## src/hdl/rrtb_pkg.sv

```systemverilog
`default_nettype none

package rrtb_pkg;

   localparam int CHUNKS_DEF    = 4;
   localparam int ITEM_BITS_DEF = 8;
   localparam int FEATURES_DEF  = 4;
   localparam int RULES_DEF     = 16;

   localparam int CODE_W       = 8;
   localparam int OP_W         = 2;
   localparam int KIND_W       = 3;
   localparam int FEAT_W       = 4;
   localparam int VALUE_W      = 32;
   localparam int RCHUNK_W     = 2;
   localparam int RRULE_W      = 4;
   localparam int RITEM_W      = 8;
   localparam int RULES_USED_W = 5;

   localparam int CSR_INDEX_W = 1;
   localparam int CSR_DATA_W  = 5;
   localparam int FEAT_CFG_W  = 3;
   localparam int CAP_CFG_W   = 5;

   localparam logic [CSR_INDEX_W-1:0] CSR_FEATURES_IN_USE = 1'b0;
   localparam logic [CSR_INDEX_W-1:0] CSR_RULE_CAPACITY   = 1'b1;

   localparam logic [FEAT_CFG_W-1:0] FEATURES_IN_USE_RST = 3'd4;
   localparam logic [CAP_CFG_W-1:0]  RULE_CAPACITY_RST   = 5'd16;

   typedef enum logic [OP_W-1:0] {
      OP_INSERT = 2'd0,
      OP_READ   = 2'd1,
      OP_CLEAR  = 2'd2
   } op_type;

   typedef enum logic [KIND_W-1:0] {
      KIND_GT = 3'd0,
      KIND_GE = 3'd1,
      KIND_LT = 3'd2,
      KIND_LE = 3'd3,
      KIND_EQ = 3'd4
   } kind_type;

   typedef enum logic [2:0] {
      ST_IDLE,
      ST_DECODE,
      ST_FILL,
      ST_READ,
      ST_DONE
   } state_type;

   // code of one entry given where the entry sits against the chunk digit
   function automatic logic [CODE_W-1:0] cell_code(
      input kind_type          kind,
      input logic              above,
      input logic              at,
      input logic              below,
      input logic              last,
      input logic [CODE_W-1:0] mid,
      input logic [CODE_W-1:0] acc
   );
      logic [CODE_W-1:0] code;
      code = '0;
      unique case (kind)
         KIND_GT, KIND_GE: begin
            if (above) begin
               code = acc;
            end else if (at && (!last || kind == KIND_GE)) begin
               code = mid;
            end
         end
         KIND_LT, KIND_LE: begin
            if (below) begin
               code = acc;
            end else if (at && (!last || kind == KIND_LE)) begin
               code = mid;
            end
         end
         KIND_EQ: begin
            if (at) begin
               code = acc;
            end
         end
         default: begin
            code = '0;
         end
      endcase
      return code;
   endfunction

endpackage

`default_nettype wire

```

## src/hdl/rrtb_code_gen.sv

```systemverilog
`default_nettype none

module rrtb_code_gen
   import rrtb_pkg::*;
#(
   parameter int CHUNKS    = CHUNKS_DEF,
   parameter int ITEM_BITS = ITEM_BITS_DEF,
   localparam int VAL_W  = CHUNKS * ITEM_BITS,
   localparam int WORD_W = CHUNKS * CODE_W
) (
   input  wire kind_type             kind,
   input  wire logic [VAL_W-1:0]     value,
   input  wire logic [ITEM_BITS-1:0] item,
   output logic      [WORD_W-1:0]    word
);

   // one code per chunk for the digit position under the fill counter
   for (genvar c = 0; c < CHUNKS; c++) begin : g_chunk
      localparam bit LAST = (c == CHUNKS - 1);
      localparam int SH   = LAST ? 0 : (CHUNKS - 2 - c);
      localparam logic [CODE_W-1:0] MID = LAST ? CODE_W'(1) : CODE_W'(1 << SH);
      localparam logic [CODE_W-1:0] ACC = LAST ? CODE_W'(1) : CODE_W'(2 << SH);

      logic [ITEM_BITS-1:0] digit;

      assign digit = value[(CHUNKS - 1 - c) * ITEM_BITS +: ITEM_BITS];
      assign word[c * CODE_W +: CODE_W] = cell_code(kind, item > digit, item == digit,
                                                    item < digit, LAST, MID, ACC);
   end

endmodule

`default_nettype wire

```

## config.mk

```make
export PLATFORM = sky130hd
export DESIGN_NAME = rrtb_code_gen
export DESIGN_NICKNAME = d
export VERILOG_FILES = /design/src/hdl/rrtb_pkg.sv /design/src/hdl/rrtb_code_gen.sv
export SDC_FILE = /design/constraint.sdc
export NUM_CORES = 1
export LEC_CHECK = 0
export ABC_CLOCK_PERIOD_IN_PS = 2900
export BUFFER_PORTS_ARGS = -buffer_cell sky130_fd_sc_hd__buf_2
export CAP_MARGIN = 20
export CORE_UTILIZATION = 49
export DETAILED_ROUTE_END_ITERATION = 10
export PLACE_DENSITY = 0.91
export SYNTH_ARGS = -nofsm -noshare
export SYNTH_HDL_FRONTEND = slang
export SYNTH_SLANG_ARGS = --single-unit
```

## constraint.sdc

```tcl
create_clock -name vclk -period 2.9
set_input_delay 0.435 -clock vclk [all_inputs]
set_output_delay 0.435 -clock vclk [all_outputs]
set_load 0.05 [all_outputs]
```

Word level (Yosys, flattened, before mapping):

Index checks and enable logic that the tools add are counted.

* output and inout port bits: 32
* register bits after elaboration: 0

* reductions and logical operators: 5
* muxes and demuxes: 21
* equal/unequal tests: 8
* magnitude comparators: 8

Operator list (count)
* one-hot mux 8 bit (3 select lines): 4
* == test 8 bit: 4
* greater-than comparator 8 bit: 4
* < comparator 8 bit: 4
* 2-to-1 mux 8 bit: 2
* 2-to-1 mux 3 bit: 3
* 2-to-1 mux 2 bit: 4
* 2-to-1 mux 4 bit: 2
* == test 3 x 2 -> 1 bit (second input constant): 2
* 2-to-1 mux 1 bit: 6
* OR reduction 2 bit: 2
* == test 3 x 1 -> 1 bit (second input constant): 1
* == test 3 bit (second input constant): 1
* zero test 3 bit: 1
* logical AND 1 bit: 2

Logic depth before layout (Yosys ltp):

Gate-level depths: netlist of run 1.

* depth after elaboration: 5
* gate-level depth with buffers: 7
* depth with buffers taken out: 7

Least setup slack after synthesis of run 1:

OpenSTA, ideal clock, no wires.

* kind: input to output
* start point: in value[10]
* end point: out word[16]
* path slack: 0.129 ns
* arrival: 2.336 ns
* data required time: 2.465 ns
* stages on the path: 6
* path through: inv_1 ha_1 and3_1 a221o_1 a21oi_2 a211oi_1

* word-level cells in the longest chain between the ends: 4

RTL lines
* start: declaration: line rrtb_code_gen.sv:12 `input wire logic [VAL_W-1:0] value,`
* branches (longest 3 deep; another with < comparator 8 bit)
* one-hot mux 8 bit (3 select lines) *: line rrtb_pkg.sv:65 `unique case (kind)`
* end: declaration: line rrtb_code_gen.sv:14 `output logic [WORD_W-1:0] word`

Every way passes the cells marked *.

Worst setup path after layout of run 1:

* start point: in item[5]
* end point: out word[3]

* word-level cells in the longest chain between the ends: 3

RTL lines
* start: declaration: line rrtb_code_gen.sv:13 `input wire logic [ITEM_BITS-1:0] item,`
* < comparator 8 bit, or another cell as far along: line rrtb_code_gen.sv:28 `item < digit, LAST, MID, ACC);`
* 2-to-1 mux 4 bit, or another cell as far along: line rrtb_pkg.sv:74 `if (below) begin`
* one-hot mux 8 bit (3 select lines) *: line rrtb_pkg.sv:65

Mark *: on every way between the ends. The rest lies on a longest branch, timed or not.

==> results of run 1 <==
layer usage:
layer | GRT usage | routed length [µm] | vias to the layer above
li1 | - | - | 587
met1 | 0.2312 | 1043 | 497
met2 | 0.3644 | 1213 | 47
met3 | 0.01212 | 128 | 6
met4 | 0.03704 | 39 | 0
met5 | 0 | 0 | -
cells by family (layout without fill, tap and decap cells):
family          after synthesis  count (layout)  share of synthesized area
compound gates               33              33                     0.2002
buf+inv                      59              82                     0.2779
other cells                   1              25                   0.003279
fa+ha+maj                    32              32                     0.3501
simple gates                 34              34                     0.1685
worst min-delay path, delay by kind of cell:
family | cells | cell delay [ns]
AOI/OAI and AO/OA | 1 | 0.06
buffers and inverters | 2 | 0.38
layout by cell type, fill, tap and decap left out, types with 2 or more instances in the layout:
master,netlist,routed
sky130_fd_sc_hd__o21ai_1,4,4
sky130_fd_sc_hd__a221o_1,2,2
sky130_fd_sc_hd__a21oi_1,12,12
sky130_fd_sc_hd__inv_1,32,32
sky130_fd_sc_hd__and3_1,3,3
sky130_fd_sc_hd__buf_2,2,50
sky130_fd_sc_hd__nand4_1,2,2
sky130_fd_sc_hd__nor2_1,6,6
sky130_fd_sc_hd__o21ai_0,3,3
sky130_fd_sc_hd__nor3b_1,2,2
sky130_fd_sc_hd__and4_1,2,2
sky130_fd_sc_hd__a211oi_1,3,3
sky130_fd_sc_hd__a21o_1,3,3
sky130_fd_sc_hd__ha_1,32,32
sky130_fd_sc_hd__nand3_1,2,2
sky130_fd_sc_hd__a21oi_2,2,2
sky130_fd_sc_hd__nor2b_1,2,2
sky130_fd_sc_hd__conb_1,1,25
sky130_fd_sc_hd__nand2_1,8,8
power by group through the flow:
stage	sequential [µW]	combinational (µW)	clock (µW)
5_1_grt	0	276	0
3_5_place_dp	0	249	0
3_3_place_gp	0	242	0
2_1_floorplan	0	215	0
6_report	0	250	0
4_1_cts	0	250	0
path summary, 6_finish.rpt:
kind                  startpoint  endpoint  slack, ns  depth (start not counted)
worst min-delay path     kind[2]  word[16]       1.31                          3
worst max-delay path     item[5]   word[3]       0.36                          8
layout make-up:
type	count	area [µm²]	area share
Tap cell	28	35.03	0.02652
Multi-Input combinational cell	124	915.9	0.6932
Timing Repair Buffer	50	250.2	0.1894
Inverter	32	120.1	0.09091
stage by stage:
stage | power, µW | util | setup slack (ns) | hold slack (ns) | area (µm²)
after global routing | 276.2 | 0.5973 | 0.2754 | 1.345 | 1321
after floorplan | 215.3 | - | 0.1294 | 1.228 | 1234
after CTS | 250.2 | 0.5973 | 0.3623 | 1.315 | 1321
after detailed placement | 249.3 | 0.5973 | 0.3643 | 1.316 | 1321
final | 250.1 | 0.5973 | 0.3559 | 1.313 | 1321
after global placement | 242.5 | 0.5973 | 0.4097 | 1.307 | 1321
==> results_tabular.tex, run 1 <==
\begin{tabular}{lr}
\hline
Metric & Value \\
\hline
\multicolumn{2}{l}{\textbf{Finish}} \\
Flip-flop and latch count & 0 \\
Clock tree buffer count of the final layout & 0 \\
Number of nets in the finished design & $\sim$280 \\
Number of diodes added for antenna fixing & 0 \\
Storage cell area & 0 µm² \\
Filler-free cell count of the finished design & 234 \\
Share of cells above drive strength 1 & 0.2718 \\
P\&R area growth vs syn & 15.54\% \\
Number of fill cells & 227 \\
\multicolumn{2}{l}{\textbf{Timing}} \\
Sum of negative setup slack & 0 ns \\
Highest clock frequency the design can meet & 393.1 MHz \\
Shortest period the worst path allows & 2.544 ns \\
Final Hold Violating Endpoints & 0 \\
Setup repair after global routing missed its margin & no \\
Count of endpoints failing setup in the final report & 0 \\
Max-slew violations & 0 \\
Share of the clock period used by the worst path & 0.8773 \\
\multicolumn{2}{l}{\textbf{Setup path}} \\
Crit path max-delay cell type & sky130\_fd\_sc\_hd\_\_a2111oi\_4 \\
Top cell by count, worst path & sky130\_fd\_sc\_hd\_\_buf\_2 \\
List of cells traversed by the critical path & buf\_2, ha\_1, a211oi\_1, nor2\_1, a2111oi\_4, a22oi\_1, nand2\_1, buf\_2 \\
Arrival time at the worst endpoint & 2.11 ns \\
Cell family contributing the most delay on the critical path & compound AO/OA/AOI/OAI gates \\
Crit path largest cell delay & 0.38 ns \\
WP buf/inv & 2 \\
Worst Path Class, Setup & in2out \\
Crit Path Max Fanout & 4 \\
Endpoint kind of the worst setup timing path & primary output \\
Required @ worst endpoint & 2.47 ns \\
Startpoint type of the worst setup path & input port \\
\multicolumn{2}{l}{\textbf{Synthesis}} \\
Count of mapped cells out of synthesis & 159 \\
Synth top area cells & sky130\_fd\_sc\_hd\_\_ha\_1, sky130\_fd\_sc\_hd\_\_buf\_4, sky130\_fd\_sc\_hd\_\_inv\_1 \\
Proportion of netlist area held by the largest area contributor & 0.3501 \\
Number of distinct library cell variants in the gate-level netlist after synthesis & 31 \\
Cell taking the most area after synthesis & sky130\_fd\_sc\_hd\_\_ha\_1 \\
Synthesized area per cell & 7.192 µm² \\
Post-synthesis instance area & 1144 µm² \\
Synth warn & 0 \\
Portion of the post-synthesis area used by sequential elements & 0 \\
Leading cell types by count after synthesis & sky130\_fd\_sc\_hd\_\_ha\_1, sky130\_fd\_sc\_hd\_\_inv\_1, sky130\_fd\_sc\_hd\_\_buf\_4 \\
\multicolumn{2}{l}{\textbf{Place}} \\
Cell count after placement & 234 \\
Placer Congestion & 0.8323 \\
Post-DP HPWL & 2.189 mm \\
Number of port buffers & 50 \\
\multicolumn{2}{l}{\textbf{Power}} \\
Internal power & 77.90 µW \\
Static Leak & 0.0008439 µW \\
Fraction of power consumed by the clock network & 0 \\
Psw & approximately 170 µW \\
Sequential fraction of design power & 0 \\
Maximum vdd drop & between 0.09 and 0.1 mV \\
Proportion of total power due to net switching & 0.6886 \\
Proportion of power drawn by combinational gates & 1.000 \\
Total power density per cell area & 189.3 nW/µm² \\
\multicolumn{2}{l}{\textbf{Detailed routing}} \\
Post-detailed-routing wire length & 2.425 mm \\
DR pass1 iterations & 4 \\
Avg WL per Cell & 10.36 µm \\
Final ANT Viol Nets & 0 \\
First DRT Iteration DRCs & 13 \\
Final routed DRC violation total & 0 \\
Ratio of routed vias to standard cells & 4.859 \\
Vias & about 1100 \\
\multicolumn{2}{l}{\textbf{Floorplan}} \\
Die W & 50.31 µm \\
Die Outline Area & roughly 2500 µm² \\
Total I/O pin count & 75 \\
Initial core utilization & 0.5170 \\
Area inside the core boundary & 2212 µm² \\
Y dimension of the die & 50.31 µm \\
Site Rows & 17 \\
\multicolumn{2}{l}{\textbf{Global route}} \\
Largest net degree at the start of global routing & 11 \\
Leftover overflow at the end of global routing & 0 \\
Number of global-route vias before repair & 989 \\
First-pass GRT wire length & 3.891 mm \\
Antenna violations before repair & 0 \\
Global-route usage over all layers & 0.1911 \\
\multicolumn{2}{l}{\textbf{CTS}} \\
Post-CTS repair timing setup buffer count & 0 \\
Hold\_buf cts & 0 \\
Post-CTS Resized & 0 \\
\multicolumn{2}{l}{\textbf{Job}} \\
Number of maximum-capacitance constraint violations & 0 \\
\multicolumn{2}{l}{\textbf{Min path}} \\
Type of the most critical hold path & in2out \\
\multicolumn{2}{l}{\textbf{Outcome}} \\
Outcome & completed \\
\hline
\end{tabular}
(Power assumes the default switching activity.)
==> run 2: changes to the inputs <==
--- a/config.mk
+++ b/config.mk
@@ -7,10 +7,11 @@
 export LEC_CHECK = 0
 export ABC_CLOCK_PERIOD_IN_PS = 2900
 export BUFFER_PORTS_ARGS = -buffer_cell sky130_fd_sc_hd__buf_2
-export CAP_MARGIN = 20
 export CORE_UTILIZATION = 49
 export DETAILED_ROUTE_END_ITERATION = 10
 export PLACE_DENSITY = 0.91
+export RECOVER_POWER = 100
+export REMOVE_ABC_BUFFERS = 1
 export SYNTH_ARGS = -nofsm -noshare
 export SYNTH_HDL_FRONTEND = slang
 export SYNTH_SLANG_ARGS = --single-unit
==> results_tabular.tex, run 2 (synthesis results as in run 1) <==
\begin{tabular}{lr}
\hline
Metric & Value \\
\hline
\multicolumn{2}{l}{\textbf{Min path}} \\
Worst Hold Path Cells & 3 (unchanged) \\
Type of the most critical hold path & in2out (unchanged) \\
Hold Startpoint & kind[1] (was kind[2]) \\
Worst-case hold path end point & word[2] (was word[16]) \\
\multicolumn{2}{l}{\textbf{Floorplan}} \\
Die Outline Area & 2531 µm² (unchanged) \\
Total I/O pin count & 75 (unchanged) \\
Die W & 50.31 µm (unchanged) \\
Site Rows & 17 (unchanged) \\
Initial core utilization & 0.5170 (unchanged) \\
Y dimension of the die & 50.31 µm (unchanged) \\
Area inside the core boundary & 2212 µm² (unchanged) \\
\multicolumn{2}{l}{\textbf{Detailed routing}} \\
Final routed DRC violation total & 0 (unchanged) \\
DR pass1 iterations & 4 (unchanged) \\
Post-detailed-routing wire length & 2.226 mm (was 2.425 mm) \\
Final ANT Viol Nets & 0 (unchanged) \\
First DRT Iteration DRCs & 6 (was 13) \\
Avg WL per Cell & 9.513 µm (was 10.36 µm) \\
Ratio of routed vias to standard cells & 4.761 (was 4.859) \\
Vias & 1114 (was 1137) \\
\multicolumn{2}{l}{\textbf{Finish}} \\
Highest-count cells in the layout ignoring fill and taps & sky130\_fd\_sc\_hd\_\_buf\_2, sky130\_fd\_sc\_hd\_\_inv\_1, sky130\_fd\_sc\_hd\_\_ha\_1, sky130\_fd\_sc\_hd\_\_conb\_1, sky130\_fd\_sc\_hd\_\_a21oi\_1 (unchanged) \\
Number of fill cells & 218 (was 227) \\
Leading cell type in the layout, fill and taps excluded & sky130\_fd\_sc\_hd\_\_buf\_2 (unchanged) \\
Clock tree buffer count of the final layout & 0 (unchanged) \\
Flip-flop and latch count & 0 (unchanged) \\
P\&R area growth vs syn & 15.10\% (was 15.54\%) \\
Storage cell area & 0 µm² (unchanged) \\
Number of nets in the finished design & 283 (unchanged) \\
Number of diodes added for antenna fixing & 0 (unchanged) \\
Share of cells above drive strength 1 & 0.2524 (was 0.2718) \\
\multicolumn{2}{l}{\textbf{Global route}} \\
Number of global-route vias before repair & 967 (was 989) \\
Largest net degree at the start of global routing & 11 (unchanged) \\
Leftover overflow at the end of global routing & 0 (unchanged) \\
Global-route usage over all layers & 0.1911 (unchanged) \\
Antenna violations before repair & 0 (unchanged) \\
First-pass GRT wire length & 3.933 mm (was 3.891 mm) \\
\multicolumn{2}{l}{\textbf{Place}} \\
Post-DP HPWL & 2.072 mm (was 2.189 mm) \\
Worst slack at placement & 0.3817 ns (was 0.3643 ns) \\
Number of port buffers & 50 (unchanged) \\
Placer Congestion & 0.7706 (was 0.8323) \\
\multicolumn{2}{l}{\textbf{Power}} \\
Static Leak & 0.0008269 µW (was 0.0008439 µW) \\
Total power density per cell area & 187.9 nW/µm² (was 189.3 nW/µm²) \\
Maximum vdd drop & 0.1118 mV (was 0.09967 mV) \\
\multicolumn{2}{l}{\textbf{Job}} \\
Number of maximum-capacitance constraint violations & 0 (unchanged) \\
\multicolumn{2}{l}{\textbf{Setup path}} \\
Crit Path Max Fanout & 4 (unchanged) \\
Worst Path Class, Setup & in2out (unchanged) \\
Required @ worst endpoint & 2.47 ns (about the same) \\
Arrival time at the worst endpoint & 2.25 ns (was 2.11 ns) \\
Startpoint type of the worst setup path & input port (unchanged) \\
Endpoint kind of the worst setup timing path & primary output (unchanged) \\
\multicolumn{2}{l}{\textbf{Timing}} \\
Transition time at the pin with the least slew margin & 0.6066 ns \\
Max transition margin & 0.5973 \\
Final Hold Violating Endpoints & 0 (unchanged) \\
Sum of negative setup slack & 0 ns (unchanged) \\
Setup repair after global routing missed its margin & no (unchanged) \\
Count of endpoints failing setup in the final report & 0 (unchanged) \\
Max-slew violations & 0 (unchanged) \\
Shortest period the worst path allows & 2.687 ns (was 2.544 ns) \\
Highest clock frequency the design can meet & 372.1 MHz (was 393.1 MHz) \\
Setup ws final & 0.2128 ns (was 0.3559 ns) \\
Share of the clock period used by the worst path & 0.9266 (was 0.8773) \\
\multicolumn{2}{l}{\textbf{CTS}} \\
Post-CTS repair timing setup buffer count & 0 (unchanged) \\
Post-CTS Resized & 0 (unchanged) \\
Hold\_buf cts & 0 (unchanged) \\
\multicolumn{2}{l}{\textbf{Outcome}} \\
Outcome & completed (unchanged) \\
\hline
\end{tabular}
[run 2: cell count changes in the layout (fill, tap and decap cells not counted)]
| cell | delta |
|---|---|
| sky130_fd_sc_hd__clkbuf_1 | +4 |
| sky130_fd_sc_hd__buf_2 | -6 |
| sky130_fd_sc_hd__clkbuf_2 | +2 |
[run 2: cell type report]
type                       count  area, µm²  area share
inverter                      32      120.1     0.09125
multi-input combinational    124      915.9      0.6958
tap                           28      35.03     0.02662
timing repair buffer          50      245.2      0.1863
[run 2: metal layers]
| layer | track usage | share of wire |
|---|---|---|
| met5 | 0 | 0 |
| met4 | 0.01389 | 0.0076 |
| met3 | 0.009091 | 0.062 |
| met2 | 0.3556 | 0.49 |
| met1 | 0.2491 | 0.44 |
[run 2: how the worst max path moves through the flow]
stage	cells past startpoint	slack, ns	endpoint	from
final	8	0.21	word[17]	item[2]
after global routing	8	0.15	word[17]	item[2]
after CTS	8	0.38	word[3]	item[5]
after detailed placement	8	0.38	word[3]	item[5]
after global placement	8	0.41	word[3]	item[5]
after floorplan	6	0.13	word[16]	value[10]
[run 2: through the flow]
step | cell area (µm²) | total power [µW] | hold WS [ns] | utilization | cells
floorplan | 1036 | 185.5 | 1.047 | - | 156
global placement | 1321 | 242.2 | 1.313 | 0.5973 | 234
detailed placement | 1321 | 248.5 | 1.311 | 0.5973 | 234
CTS | 1321 | 249.2 | 1.312 | 0.5973 | 234
global route | 1316 | 275.3 | 1.349 | 0.5950 | 234
finish | 1316 | 247.3 | 1.331 | 0.5950 | 234
[run 2: critical path, stage by stage]
cell and delay, ns:
sky130_fd_sc_hd__buf_2 0.13, sky130_fd_sc_hd__ha_1 0.29, sky130_fd_sc_hd__and3_1 0.20, sky130_fd_sc_hd__a221o_1 0.36, sky130_fd_sc_hd__a21oi_2 0.18, sky130_fd_sc_hd__a21oi_1 0.08
sky130_fd_sc_hd__o21ai_1 0.10, sky130_fd_sc_hd__clkbuf_1 0.48
[run 2: where the power goes]
group	internal, µW	switching (µW)
Combinational	76.7	171
Sequential	0	0
Clock	0	0
Total	76.7	171
